### config.mk
export PLATFORM = sky130hd
export DESIGN_NAME = cpcr_sqrt_pipe
export DESIGN_NICKNAME = d
export VERILOG_FILES = /design/src/sv/cpcr_pkg.sv /design/src/sv/cpcr_sqrt_pipe.sv
export SDC_FILE = /design/constraint.sdc
export NUM_CORES = 2
export LEC_CHECK = 0
export BUFFER_PORTS_ARGS = -buffer_cell sky130_fd_sc_hd__buf_2
export CAP_MARGIN = 0
export CORE_ASPECT_RATIO = 0.75
export CORE_UTILIZATION = 30
export CTS_CLUSTER_SIZE = 30
export DETAILED_ROUTE_END_ITERATION = 7
export GPL_TIMING_DRIVEN = 0
export SYNTH_ARGS = -nofsm -noshare
export SYNTH_HDL_FRONTEND = slang
export SYNTH_SLANG_ARGS = --single-unit
### constraint.sdc
create_clock -name clk -period 3.2 [get_ports clk]
set_input_delay 0.32 -clock clk [delete_from_list [all_inputs] [get_ports clk]]
set_output_delay 0.32 -clock clk [all_outputs]
set_load 0.05 [all_outputs]
### src/sv/cpcr_pkg.sv
// ----------------------------------------------------------------------------
// cpcr_pkg: shared types and constants for the circle pair collision resolver
// Field widths, register codes and reset values, and the item side-band
// records that travel through the square root and divider pipes.
// ----------------------------------------------------------------------------
`default_nettype none

package cpcr_pkg;

    // fixed field widths
    localparam int FRAC_BITS_DEF = 16;
    localparam int VAL_W         = 28;
    localparam int RAD_W         = 20;
    localparam int REG_W         = 17;
    localparam int CFG_IDX_W     = 1;

    // derived widths of the geometry path
    localparam int DIFF_W = VAL_W + 1;
    localparam int RSUM_W = RAD_W + 1;
    localparam int D2_W   = 2 * RSUM_W;
    localparam int ROOT_W = RSUM_W;
    localparam int D2F_W  = 2 * DIFF_W;
    localparam int OVP_W  = RSUM_W + REG_W;

    // configuration register codes
    localparam logic [CFG_IDX_W-1:0] CFG_RESTITUTION = CFG_IDX_W'(0);
    localparam logic [CFG_IDX_W-1:0] CFG_POS_CORR    = CFG_IDX_W'(1);

    localparam logic [REG_W-1:0] RESTITUTION_RST = 17'd13107;
    localparam logic [REG_W-1:0] POS_CORR_RST    = 17'd26214;

    typedef logic signed [VAL_W-1:0] val_t;

    // the eight particle values of one item
    typedef struct packed {
        val_t p1x;
        val_t p1y;
        val_t v1x;
        val_t v1y;
        val_t p2x;
        val_t p2y;
        val_t v2x;
        val_t v2y;
    } pair_t;

    // side-band carried through the root pipe
    typedef struct packed {
        pair_t                     pair;
        logic                      contact;
        logic [RSUM_W-1:0]         rsum;
        logic                      neg_x;
        logic                      neg_y;
        logic [ROOT_W-1:0]         mag_x;
        logic [ROOT_W-1:0]         mag_y;
        logic signed [DIFF_W-1:0]  rvx;
        logic signed [DIFF_W-1:0]  rvy;
    } sq_side_t;

    // side-band carried through the divider pipe
    typedef struct packed {
        pair_t                     pair;
        logic                      contact;
        logic [OVP_W-1:0]          ov_prod;
        logic signed [DIFF_W-1:0]  rvx;
        logic signed [DIFF_W-1:0]  rvy;
    } dv_side_t;

endpackage

`default_nettype wire

### src/sv/cpcr_sqrt_pipe.sv
// ----------------------------------------------------------------------------
// cpcr_sqrt_pipe: pipelined integer square root
// One root bit is decided per stage by a compare and subtract on the
// remainder; a side-band word travels alongside each item.
// ----------------------------------------------------------------------------
`default_nettype none

module cpcr_sqrt_pipe #(
    parameter int SIDE_W = 1
) (
    input  logic                          clk,
    input  logic                          rst_n,
    input  logic                          adv,
    input  logic                          in_valid,
    input  logic [cpcr_pkg::D2_W-1:0]     radicand,
    input  logic [SIDE_W-1:0]             side_in,
    output logic                          out_valid,
    output logic [cpcr_pkg::ROOT_W-1:0]   root,
    output logic [SIDE_W-1:0]             side_out
);

    localparam int NS  = cpcr_pkg::ROOT_W;
    localparam int RDW = cpcr_pkg::D2_W;
    localparam int TW  = RDW + 2;

    logic              valid_reg [NS];
    logic [RDW-1:0]    rem_reg   [NS];
    logic [RDW-1:0]    rem_next  [NS];
    logic [NS-1:0]     root_reg  [NS];
    logic [NS-1:0]     root_next [NS];
    logic [SIDE_W-1:0] side_reg  [NS];
    logic [RDW-1:0]    rem_src   [NS];
    logic [NS-1:0]     root_src  [NS];

    // stage inputs
    always_comb
    begin
        rem_src[0]  = radicand;
        root_src[0] = '0;
        for (int i = 1; i < NS; i++)
        begin
            rem_src[i]  = rem_reg[i-1];
            root_src[i] = root_reg[i-1];
        end
    end

    // one root bit per stage, most significant first
    always_comb
    begin
        logic [TW-1:0] trial;
        for (int i = 0; i < NS; i++)
        begin
            trial = (TW'(root_src[i]) << (NS - i)) + (TW'(1) << (2 * (NS - 1 - i)));
            if ({2'b00, rem_src[i]} >= trial)
            begin
                rem_next[i]  = rem_src[i] - RDW'(trial);
                root_next[i] = root_src[i] | (NS'(1) << (NS - 1 - i));
            end
            else
            begin
                rem_next[i]  = rem_src[i];
                root_next[i] = root_src[i];
            end
        end
    end

    // valid chain
    always_ff @(posedge clk or negedge rst_n)
    begin
        if (!rst_n)
        begin
            for (int i = 0; i < NS; i++)
            begin
                valid_reg[i] <= 1'b0;
            end
        end
        else if (adv)
        begin
            valid_reg[0] <= in_valid;
            for (int i = 1; i < NS; i++)
            begin
                valid_reg[i] <= valid_reg[i-1];
            end
        end
    end

    // data chain
    always_ff @(posedge clk)
    begin
        if (adv)
        begin
            side_reg[0] <= side_in;
            for (int i = 1; i < NS; i++)
            begin
                side_reg[i] <= side_reg[i-1];
            end
            for (int i = 0; i < NS; i++)
            begin
                rem_reg[i]  <= rem_next[i];
                root_reg[i] <= root_next[i];
            end
        end
    end

    assign out_valid = valid_reg[NS-1];
    assign root      = root_reg[NS-1];
    assign side_out  = side_reg[NS-1];

endmodule

`default_nettype wire

==> qor.yml <==
status: "complete, but fails checks"
violations: "negative setup slack"
hold_class: "in -> async"
period_share: 1.020
vdd_drop_max_mv: 0.4469
wl_per_cell_um: 17.69
p_clk_frac: 0.333
crit_chain: "ha_4 > nand4b_1 > nor4_4 > nand3_4 > nand3b_1 > or3b_4 > or3_4 > xnor2_1"
rows: 132
synth_top_area_frac: 0.6295
period_needed_ps: 3264
fin_worst_skew_ps: 55.46
synth_most_common_cell: "edfxtp_1"
n_fill_cell: 16480
start_util: 0.3018
cts_max_level: 3
total_power_mw: 40.62
path_buf_inv: 0
combPwrFrac: 0.182
worstSetupEndpointType: "flip-flop"
cp_max_fo: 4
yosysSeqAreaShare: 0.6395
ant_nets: 0
clockRootBuffer: "clkbuf_16"
seq_power_share: 0.486
core_region_area_um2: 172600
cp-start-kind: "flip-flop"
reg2reg_setup_slack_ps: -60
synth_cells: 4006
place_area_um2: 55520
setup_viol_count_final: 4
yosys.area.top_type: "edfxtp_1"
cp_top_family: "simple AND/OR/NAND/NOR gates"
die_area_um2: 175300
worst_pin_slew_ps: 1222
worstSetupPathType: "reg -> reg"
grt_pass1_vias: 31050
dp.final_hpwl_mm: 85.98
yosys_warnings: 0
worstSkewPairLatency_ps: 750
syn_nets: 4301
syn-cell-area_um2: 52090
first_pass_iters: 5
async_flop_share: 0.01887
clk_pin_slew_ps: 60
avgSynthCellArea_um2: 13.00
grt_overflow_total: 0
setup_slack_ps: -63.72
synth-edff-count: 1092
slew_headroom: 0.1775
final_area_um2: 61790
dp_cells: 6362
slew_viol_final: 0
portBuffers: 69
internal_power_mw: 29.43
cts_sinks: 1113
fin_nets: 4600
crit_required_ps: 3650
cts_buffers: 109
dieHeight_um: 362.9
area_growth_pct: 18.61
wl_mm: 118.1
p_switching_mw: 11.19
gp_congestion: 0.8909
fmax_mhz: 306.4
r2r_start: "rem_reg[1][33]"
power_density_nw_per_um2: 657.4
synth.distinct_cells: 92
swShare: 0.2756
critPathLaunch: "rem_reg[1][33]"
p_leak_nw: 22.67
fin_hold_ws_ps: 101.6
vias: 32620
setup_tns_ps: -107.3
grt_max_degree: 171
grt_pass1_wl_mm: 181.7
cp_slowest_stage_delay_ps: 570
drtIter0Drc: 3167
grt_usage: 0.1320
worst_path_max_delay_cell: "nor4_4"
finalHoldViolCount: 0
synth-main-ff-cell: "edfxtp_1"
ys_ff_latch: 1113
yosys-top-cells-count: "1,092 x edfxtp_1, 311 x inv_1, 269 x nor2_1"
viasPerCell: 4.887
ioPinCount: 70
cts.path.max_buffers: 3
largest_reg_flops: 840
antenna_found_initial: 5
tritoncts: "yes"
post-route-drc-count: 0
synthTopCellsByArea: "edfxtp_1 63%, ha_1 6.0%, xnor2_1 3.2%"
drive_gt1_frac: 0.1444
arrival_ps: 3710
max_cap_viol_count: 0
final_cell_count_no_fill: 6675
die_w_um: 483.2
rsz0062_at_grt: "yes"
-- worst register-to-register path, cell delays in order (launching register included) --
cell and delay [ps]:
edfxtp_1 440, ha_4 310, nand4b_1 360, nor4_4 570, nand3_4 240, nand3b_1 180
or3b_4 390, or3_4 330, xnor2_1 120
-- cell families after synthesis --
| kind of cell | Yosys count | synth area share |
|---|---|---|
| xor+xnor | 351 | 0.05901 |
| compound gates | 695 | 0.08399 |
| fa+ha+maj | 248 | 0.05956 |
| mux | 68 | 0.01482 |
| simple gates | 1150 | 0.1146 |
| flops | 1113 | 0.6395 |
| buf+inv | 381 | 0.02846 |
-- power groups by stage --
| stage | registers (mW) | clock network [mW] | logic, mW |
|---|---|---|---|
| floorplan | 19.4 | 0 | 4.87 |
| global placement | 20.4 | 0 | 6.45 |
| detailed placement | 19.9 | 0 | 6.58 |
| CTS | 19.7 | 13.9 | 6.97 |
| global route | 19.9 | 14.4 | 8.15 |
| finish | 19.7 | 13.5 | 7.37 |
-- worst paths after layout --
check	to	cells past startpoint
max	rem_reg[1][82]	8
min	valid_reg[18]	2
max reg2reg	rem_reg[1][82]	8
min reg2reg	side_reg[2][1]	0
max in group asynchronous	valid_reg[11]	2
min in group clk	out_valid	2
-- area by class of cell --
| cell class | count | area, um^2 | share of cell area |
|---|---|---|---|
| Timing Repair Buffer | 199 | 1618 | 0.02618 |
| Buffer | 55 | 361.6 | 0.005852 |
| Inverter | 314 | 1201 | 0.01944 |
| Sequential cell | 1113 | 33320 | 0.5392 |
| Tap cell | 2278 | 2850 | 0.04613 |
| Antenna cell | 1 | 2.502 | 0.00004050 |
| Multi-Input combinational cell | 2513 | 18660 | 0.3020 |
| Clock buffer | 122 | 2829 | 0.04578 |
| Clock inverter | 80 | 949.7 | 0.01537 |
-- metrics by stage --
| stage | util | setup slack, ps |
|---|---|---|
| 5_1_grt | 0.3580 | -179.7 |
| 3_3_place_gp | 0.3204 | -15480 |
| 3_5_place_dp | 0.3217 | -1486 |
| 6_report | 0.3580 | -63.72 |
| 4_1_cts | 0.3527 | 0.4432 |
| 2_1_floorplan | - | 119.4 |
-- placed cells by master (no fill, tap or decap), types with 71 or more instances in the layout --
cell,Yosys,routed
inv_1,311,308
buf_2,6,80
nand2_1,225,219
edfxtp_1,1092,1092
xnor2_1,189,188
nand3_1,76,71
nor3_1,114,100
ha_1,248,222
buf_4,1,74
a21oi_1,243,227
clkbuf_16,0,111
nor2_1,269,263
o21ai_0,158,146
nor4_1,134,102
xor2_1,162,162
-- what timing repair did --
action                                  in CTS  in global routing
resized for setup                          178                141
endpoints found under the setup margin     391                289
setup buffers                               32                 42
hold endpoints to repair                    66                  0
hold buffers                                46                  0
cloned                                       1                  1
pin swaps                                   36                 53
-- layer usage --
| metal | wire (um) | track usage |
|---|---|---|
| met2 | 48080 | 0.1872 |
| met5 | 12 | 0 |
| met4 | 2444 | 0.03436 |
| met1 | 57890 | 0.1966 |
| met3 | 9642 | 0.03426 |
No activity file was read; power rests on OpenSTA's default activity.
