==> src/sv/cpcr_pkg.sv <==
// ----------------------------------------------------------------------------
// cpcr_pkg: shared types and constants for the circle pair collision resolver
// Field widths, register codes and reset values, and the item side-band
// records that travel through the square root and divider pipes.
// ----------------------------------------------------------------------------
`default_nettype none

package cpcr_pkg;

    // fixed field widths
    localparam int FRAC_BITS_DEF = 16;
    localparam int VAL_W         = 28;
    localparam int RAD_W         = 20;
    localparam int REG_W         = 17;
    localparam int CFG_IDX_W     = 1;

    // derived widths of the geometry path
    localparam int DIFF_W = VAL_W + 1;
    localparam int RSUM_W = RAD_W + 1;
    localparam int D2_W   = 2 * RSUM_W;
    localparam int ROOT_W = RSUM_W;
    localparam int D2F_W  = 2 * DIFF_W;
    localparam int OVP_W  = RSUM_W + REG_W;

    // configuration register codes
    localparam logic [CFG_IDX_W-1:0] CFG_RESTITUTION = CFG_IDX_W'(0);
    localparam logic [CFG_IDX_W-1:0] CFG_POS_CORR    = CFG_IDX_W'(1);

    localparam logic [REG_W-1:0] RESTITUTION_RST = 17'd13107;
    localparam logic [REG_W-1:0] POS_CORR_RST    = 17'd26214;

    typedef logic signed [VAL_W-1:0] val_t;

    // the eight particle values of one item
    typedef struct packed {
        val_t p1x;
        val_t p1y;
        val_t v1x;
        val_t v1y;
        val_t p2x;
        val_t p2y;
        val_t v2x;
        val_t v2y;
    } pair_t;

    // side-band carried through the root pipe
    typedef struct packed {
        pair_t                     pair;
        logic                      contact;
        logic [RSUM_W-1:0]         rsum;
        logic                      neg_x;
        logic                      neg_y;
        logic [ROOT_W-1:0]         mag_x;
        logic [ROOT_W-1:0]         mag_y;
        logic signed [DIFF_W-1:0]  rvx;
        logic signed [DIFF_W-1:0]  rvy;
    } sq_side_t;

    // side-band carried through the divider pipe
    typedef struct packed {
        pair_t                     pair;
        logic                      contact;
        logic [OVP_W-1:0]          ov_prod;
        logic signed [DIFF_W-1:0]  rvx;
        logic signed [DIFF_W-1:0]  rvy;
    } dv_side_t;

endpackage

`default_nettype wire

==> src/sv/cpcr_div_pipe.sv <==
// ----------------------------------------------------------------------------
// cpcr_div_pipe: two-lane pipelined restoring divider for the unit normal
// Each lane divides a magnitude scaled by 2^FRAC_BITS by the shared distance,
// one quotient bit per stage, and applies the sign at the end.
// ----------------------------------------------------------------------------
`default_nettype none

module cpcr_div_pipe #(
    parameter int FRAC_BITS = cpcr_pkg::FRAC_BITS_DEF,
    parameter int SIDE_W    = 1
) (
    input  logic                          clk,
    input  logic                          rst_n,
    input  logic                          adv,
    input  logic                          in_valid,
    input  logic [cpcr_pkg::ROOT_W-1:0]   divisor,
    input  logic [cpcr_pkg::ROOT_W-1:0]   mag_x,
    input  logic [cpcr_pkg::ROOT_W-1:0]   mag_y,
    input  logic                          neg_x,
    input  logic                          neg_y,
    input  logic [SIDE_W-1:0]             side_in,
    output logic                          out_valid,
    output logic signed [FRAC_BITS+1:0]   quo_x,
    output logic signed [FRAC_BITS+1:0]   quo_y,
    output logic [SIDE_W-1:0]             side_out
);

    localparam int QW = FRAC_BITS + 1;
    localparam int DW = cpcr_pkg::ROOT_W;
    localparam int RW = DW + FRAC_BITS + 1;

    logic              valid_reg [QW];
    logic [DW-1:0]     div_reg   [QW];
    logic [SIDE_W-1:0] side_reg  [QW];
    logic [RW-1:0]     rem_reg   [QW][2];
    logic [RW-1:0]     rem_next  [QW][2];
    logic [QW-1:0]     q_reg     [QW][2];
    logic [QW-1:0]     q_next    [QW][2];
    logic              neg_reg   [QW][2];
    logic [DW-1:0]     div_src   [QW];
    logic [RW-1:0]     rem_src   [QW][2];
    logic [QW-1:0]     q_src     [QW][2];

    // stage inputs
    always_comb
    begin
        div_src[0]    = divisor;
        rem_src[0][0] = RW'(mag_x) << FRAC_BITS;
        rem_src[0][1] = RW'(mag_y) << FRAC_BITS;
        q_src[0][0]   = '0;
        q_src[0][1]   = '0;
        for (int i = 1; i < QW; i++)
        begin
            div_src[i] = div_reg[i-1];
            for (int j = 0; j < 2; j++)
            begin
                rem_src[i][j] = rem_reg[i-1][j];
                q_src[i][j]   = q_reg[i-1][j];
            end
        end
    end

    // one quotient bit per stage and lane
    always_comb
    begin
        logic [RW-1:0] dsh;
        for (int i = 0; i < QW; i++)
        begin
            dsh = RW'(div_src[i]) << (QW - 1 - i);
            for (int j = 0; j < 2; j++)
            begin
                if (rem_src[i][j] >= dsh)
                begin
                    rem_next[i][j] = rem_src[i][j] - dsh;
                    q_next[i][j]   = q_src[i][j] | (QW'(1) << (QW - 1 - i));
                end
                else
                begin
                    rem_next[i][j] = rem_src[i][j];
                    q_next[i][j]   = q_src[i][j];
                end
            end
        end
    end

    // valid chain
    always_ff @(posedge clk or negedge rst_n)
    begin
        if (!rst_n)
        begin
            for (int i = 0; i < QW; i++)
            begin
                valid_reg[i] <= 1'b0;
            end
        end
        else if (adv)
        begin
            valid_reg[0] <= in_valid;
            for (int i = 1; i < QW; i++)
            begin
                valid_reg[i] <= valid_reg[i-1];
            end
        end
    end

    // data chain
    always_ff @(posedge clk)
    begin
        if (adv)
        begin
            side_reg[0]   <= side_in;
            div_reg[0]    <= divisor;
            neg_reg[0][0] <= neg_x;
            neg_reg[0][1] <= neg_y;
            for (int i = 1; i < QW; i++)
            begin
                side_reg[i]   <= side_reg[i-1];
                div_reg[i]    <= div_reg[i-1];
                neg_reg[i][0] <= neg_reg[i-1][0];
                neg_reg[i][1] <= neg_reg[i-1][1];
            end
            for (int i = 0; i < QW; i++)
            begin
                for (int j = 0; j < 2; j++)
                begin
                    rem_reg[i][j] <= rem_next[i][j];
                    q_reg[i][j]   <= q_next[i][j];
                end
            end
        end
    end

    // signed quotients, truncated toward zero
    assign quo_x = neg_reg[QW-1][0] ? -$signed({1'b0, q_reg[QW-1][0]})
                                    :  $signed({1'b0, q_reg[QW-1][0]});
    assign quo_y = neg_reg[QW-1][1] ? -$signed({1'b0, q_reg[QW-1][1]})
                                    :  $signed({1'b0, q_reg[QW-1][1]});

    assign out_valid = valid_reg[QW-1];
    assign side_out  = side_reg[QW-1];

endmodule

`default_nettype wire

==> config.mk <==
export PLATFORM = sky130hd
export DESIGN_NAME = cpcr_div_pipe
export DESIGN_NICKNAME = d
export VERILOG_FILES = /design/src/sv/cpcr_pkg.sv /design/src/sv/cpcr_div_pipe.sv
export SDC_FILE = /design/constraint.sdc
export NUM_CORES = 2
export LEC_CHECK = 0
export BUFFER_PORTS_ARGS = -buffer_cell sky130_fd_sc_hd__buf_4
export CORE_ASPECT_RATIO = 0.9
export CORE_UTILIZATION = 55
export CTS_BUF_LIST = sky130_fd_sc_hd__clkbuf_16
export CTS_CLUSTER_SIZE = 28
export DETAILED_ROUTE_END_ITERATION = 12
export HOLD_SLACK_MARGIN = 0.03
export PLACE_DENSITY = 0.82
export SLEW_MARGIN = 25
export SYNTH_ARGS = -nofsm -noshare
export SYNTH_HDL_FRONTEND = slang
export SYNTH_SLANG_ARGS = --single-unit
==> constraint.sdc <==
create_clock -name clk -period 4.77 [get_ports clk]
set_clock_uncertainty 0.2 [all_clocks]
set_input_delay 0.477 -clock clk [delete_from_list [all_inputs] [get_ports clk]]
set_output_delay 0.477 -clock clk [all_outputs]
set_load 0.01 [all_outputs]
==> impl_metrics.py <==
metrics = {
    "outcome": {
        "status": "complete, no violations",
    },
    "cells_and_area": {
        "drive_gt1_share_pct": 7.39,
        "final_cells": 11672,
        "largest_register_ffs": 944,
        "fillers": 13724,
        "syn_to_final_growth_pct": 11.1,
        "finalNetCount": 9989,
        "final_util_pct": 61.8,
    },
    "timing": {
        "fin_ws_ps": 472,
        "maxSlewViolCount": 0,
        "fin_crit_ps": 4300,
        "rsz0062_at_grt": "no",
        "whs_ps": 184,
        "setup_tns_ps": 0,
        "clock.fmax_mhz": 233,
        "worstMarginPinSlew_ps": 1130,
        "max_slew_margin_pct": 23.7,
        "setup_violations": 0,
        "timing.final.crit_share_pct": 90.1,
        "hold_viol": 0,
    },
    "detailed_routing": {
        "drcViolationCount": 0,
        "first_pass_iters": 6,
        "routed_wl_um": 251000,
        "wl_per_cell_um": 21.5,
        "detail-route-antenna-nets": 0,
        "vias_per_cell": 6.06,
        "vias": 70764,
        "drtIter0Drc": 8071,
    },
    "setup_path": {
        "r2r_slack_ps": 470,
        "cp_data_required_time_ps": 5110,
        "r2r_end": "rem_reg[12][33]",
        "crit_path_start_kind": "register",
        "ff2ff_path_depth": 11,
        "crit_fanout": 8,
        "cp.arrival_ps": 4640,
        "worstSetupPathType": "register to register",
        "critPathLaunch": "div_reg[0][232]",
        "reg2reg_from": "div_reg[0][232]",
        "end_kind": "register",
    },
    "die": {
        "die_height_um": 401,
        "die_area_sq_um": 178000,
        "pin_count": 108,
        "start_util_pct": 55.7,
        "row_count": 145,
        "die-width_um": 445,
        "coreArea_sq_um": 175000,
    },
    "worst_hold_path": {
        "min_from": "side_in",
        "hold_path_class": "input port to register",
        "holdPathEnd": "side_reg[0][0]",
        "holdPathStages": 2,
    },
    "pwr": {
        "p_leak_uw": 0.0416,
        "powerDensity_nw_per_um2": 601,
        "peakVddDrop_v": 0.000403,
    },
    "global_route": {
        "grtUsageTotal_pct": 27.5,
        "grt_max_degree": 190,
        "grt_pass1_vias": 66902,
        "overflow": 0,
        "grt_antenna_before_repair": 14,
        "grt_pass1_wl_um": 383000,
    },
    "clocking": {
        "ctsResizeCount": 0,
        "cts_setup_buffers": 0,
        "ctsHoldBuffers": 70,
        "cts_made_buffers": 172,
        "clk_path_buf_depth": 3,
        "clk_latency_ps": 820,
        "clk_pin_slew_ps": 60,
        "htree_levels": 4,
        "cts_sinks": 1654,
        "root_buffer": "clkbuf_16",
        "cts_tree": "done",
    },
    "logic_synthesis": {
        "synth_area_sq_um": 97100,
        "ys_seq_elements": 1654,
        "syn_avg_cell_area_sq_um": 10.9,
        "ys_types": 93,
        "yosysTopAreaCell": "edfxtp_1",
        "synth_edf_count": 1637,
        "synth.area.top_cells": "edfxtp_1 51%, ha_1 9.2%, xnor2_1 4.1%",
        "yosys.area.top_type_share_pct": 50.6,
        "seq_area_frac_synth_pct": 51.0,
        "ys.flop_type": "edfxtp_1",
        "synthArstFlopShare_pct": 1.03,
        "syn_inst": 8925,
        "yosysWarnings": 0,
        "synth_nets": 9741,
    },
    "run": {
        "maxCapViolCount": 0,
    },
    "placement": {
        "gp_congestion": 0.970,
        "post-place-ws_ps": 595,
        "numPortBuffers": 107,
        "place_inst": 11280,
        "dp_hpwl_um": 192000,
    },
}
[layout by cell type, fill, tap and decap left out, types with 32 or more instances in the layout]
cell	instances
fa_1	32
nand3_1	170
xnor2_1	451
o31ai_1	76
ha_1	714
buf_4	176
dlygate4sd3_1	70
a21oi_1	697
o21a_1	123
nor2b_1	107
clkinv_2	33
nand2_1	768
o31a_1	34
xor2_1	360
or2_2	45
and2_1	39
o21bai_1	72
or3_1	83
nor4_1	86
inv_1	560
a31oi_1	60
o211ai_1	65
or4_1	43
nand2b_1	127
nor2_1	576
nand4_1	88
edfxtp_1	1637
nor3_1	182
clkbuf_16	175
a211oi_1	60
and3_1	48
o21ai_0	671
a21o_1	291
mux2_2	114
[layer usage]
metal  vias up  GRT usage [%]  routed length (um)
li1      33600              -                   -
met1     33969           38.3              109000
met2      2744           44.1              116000
met3       447           4.40               18900
met4         4           8.25                7390
met5         -              0                  60
[layout make-up]
cell class,count,area (sq um),share of cell area [%]
antenna,1,2.50,0.00232
clock buffer,175,4380,4.06
clock inverter,145,1700,1.57
inverter,541,2030,1.88
multi-input combinational,6543,44900,41.6
sequential,1654,49600,46.0
tap,2352,2940,2.73
timing repair buffer,261,2340,2.17
[worst max path at each step]
| stage | end | slack, ps | cells after the start |
|---|---|---|---|
| floorplan | rem_reg[0][56] | 1140 | 13 |
| global placement | rem_reg[10][7] | 670 | 10 |
| detailed placement | rem_reg[12][33] | 600 | 11 |
| CTS | rem_reg[12][33] | 570 | 11 |
| global route | rem_reg[10][7] | 300 | 10 |
| finish | rem_reg[12][33] | 470 | 11 |
[report_power, final]
| group | switching, uW | leakage (uW) | internal (uW) |
|---|---|---|---|
| logic | 15300 | 0.0227 | 10700 |
| registers | 3190 | 0.0159 | 21400 |
| clock network | 5930 | 0.00303 | 8340 |
[logic make-up (layout without fill, tap and decap cells)]
kind of cell             Yosys count  count (layout)  share of synthesized area [%]
AO/OA/AOI/OAI                   2402            2402                           15.3
XOR/XNOR                         811             811                           7.31
adder cells (fa/ha/maj)          746             746                           9.86
buffers and inverters            728            1122                           2.84
flip-flops                      1654            1654                           51.0
multiplexers                     117             117                           1.35
other                              0               1                              0
AND/OR/NAND/NOR                 2467            2467                           12.3
[cells in the mapped netlist (32+ instances only)]
library cell / instances
o31a_1: 34
edfxtp_1: 1637
xnor2_1: 451
clkbuf_1: 166
ha_1: 714
o21ai_0: 672
nor3_1: 183
and3_1: 48
nand4_1: 88
a21o_1: 291
nor2b_1: 107
a31oi_1: 60
or2_2: 45
o21bai_1: 73
or3_1: 83
o31ai_1: 76
xor2_1: 360
nand3_1: 170
nor2_1: 577
a211oi_1: 61
and2_1: 39
o211ai_1: 65
nand2b_1: 127
mux2_2: 114
fa_1: 32
nand2_1: 768
nor4_1: 87
inv_1: 538
a21oi_1: 699
or4_1: 43
o21a_1: 123
[critical path: stages (launching register included)]
cell and delay (ps):
edfxtp_1 490, inv_1 120, ha_1 320, nor2b_1 160, o2111ai_1 330, nand4b_1 150
a21oi_1 460, o21ai_0 320, a221o_1 470, a311o_1 510, nor4_1 370, xor2_1 130
[through the flow]
step,power (uW),area (sq um)
6_report,64800,108000
5_1_grt,68200,108000
2_1_floorplan,41900,97100
4_1_cts,64500,108000
3_5_place_dp,50000,101000
3_3_place_gp,49300,101000
(Power assumes the default switching activity.)
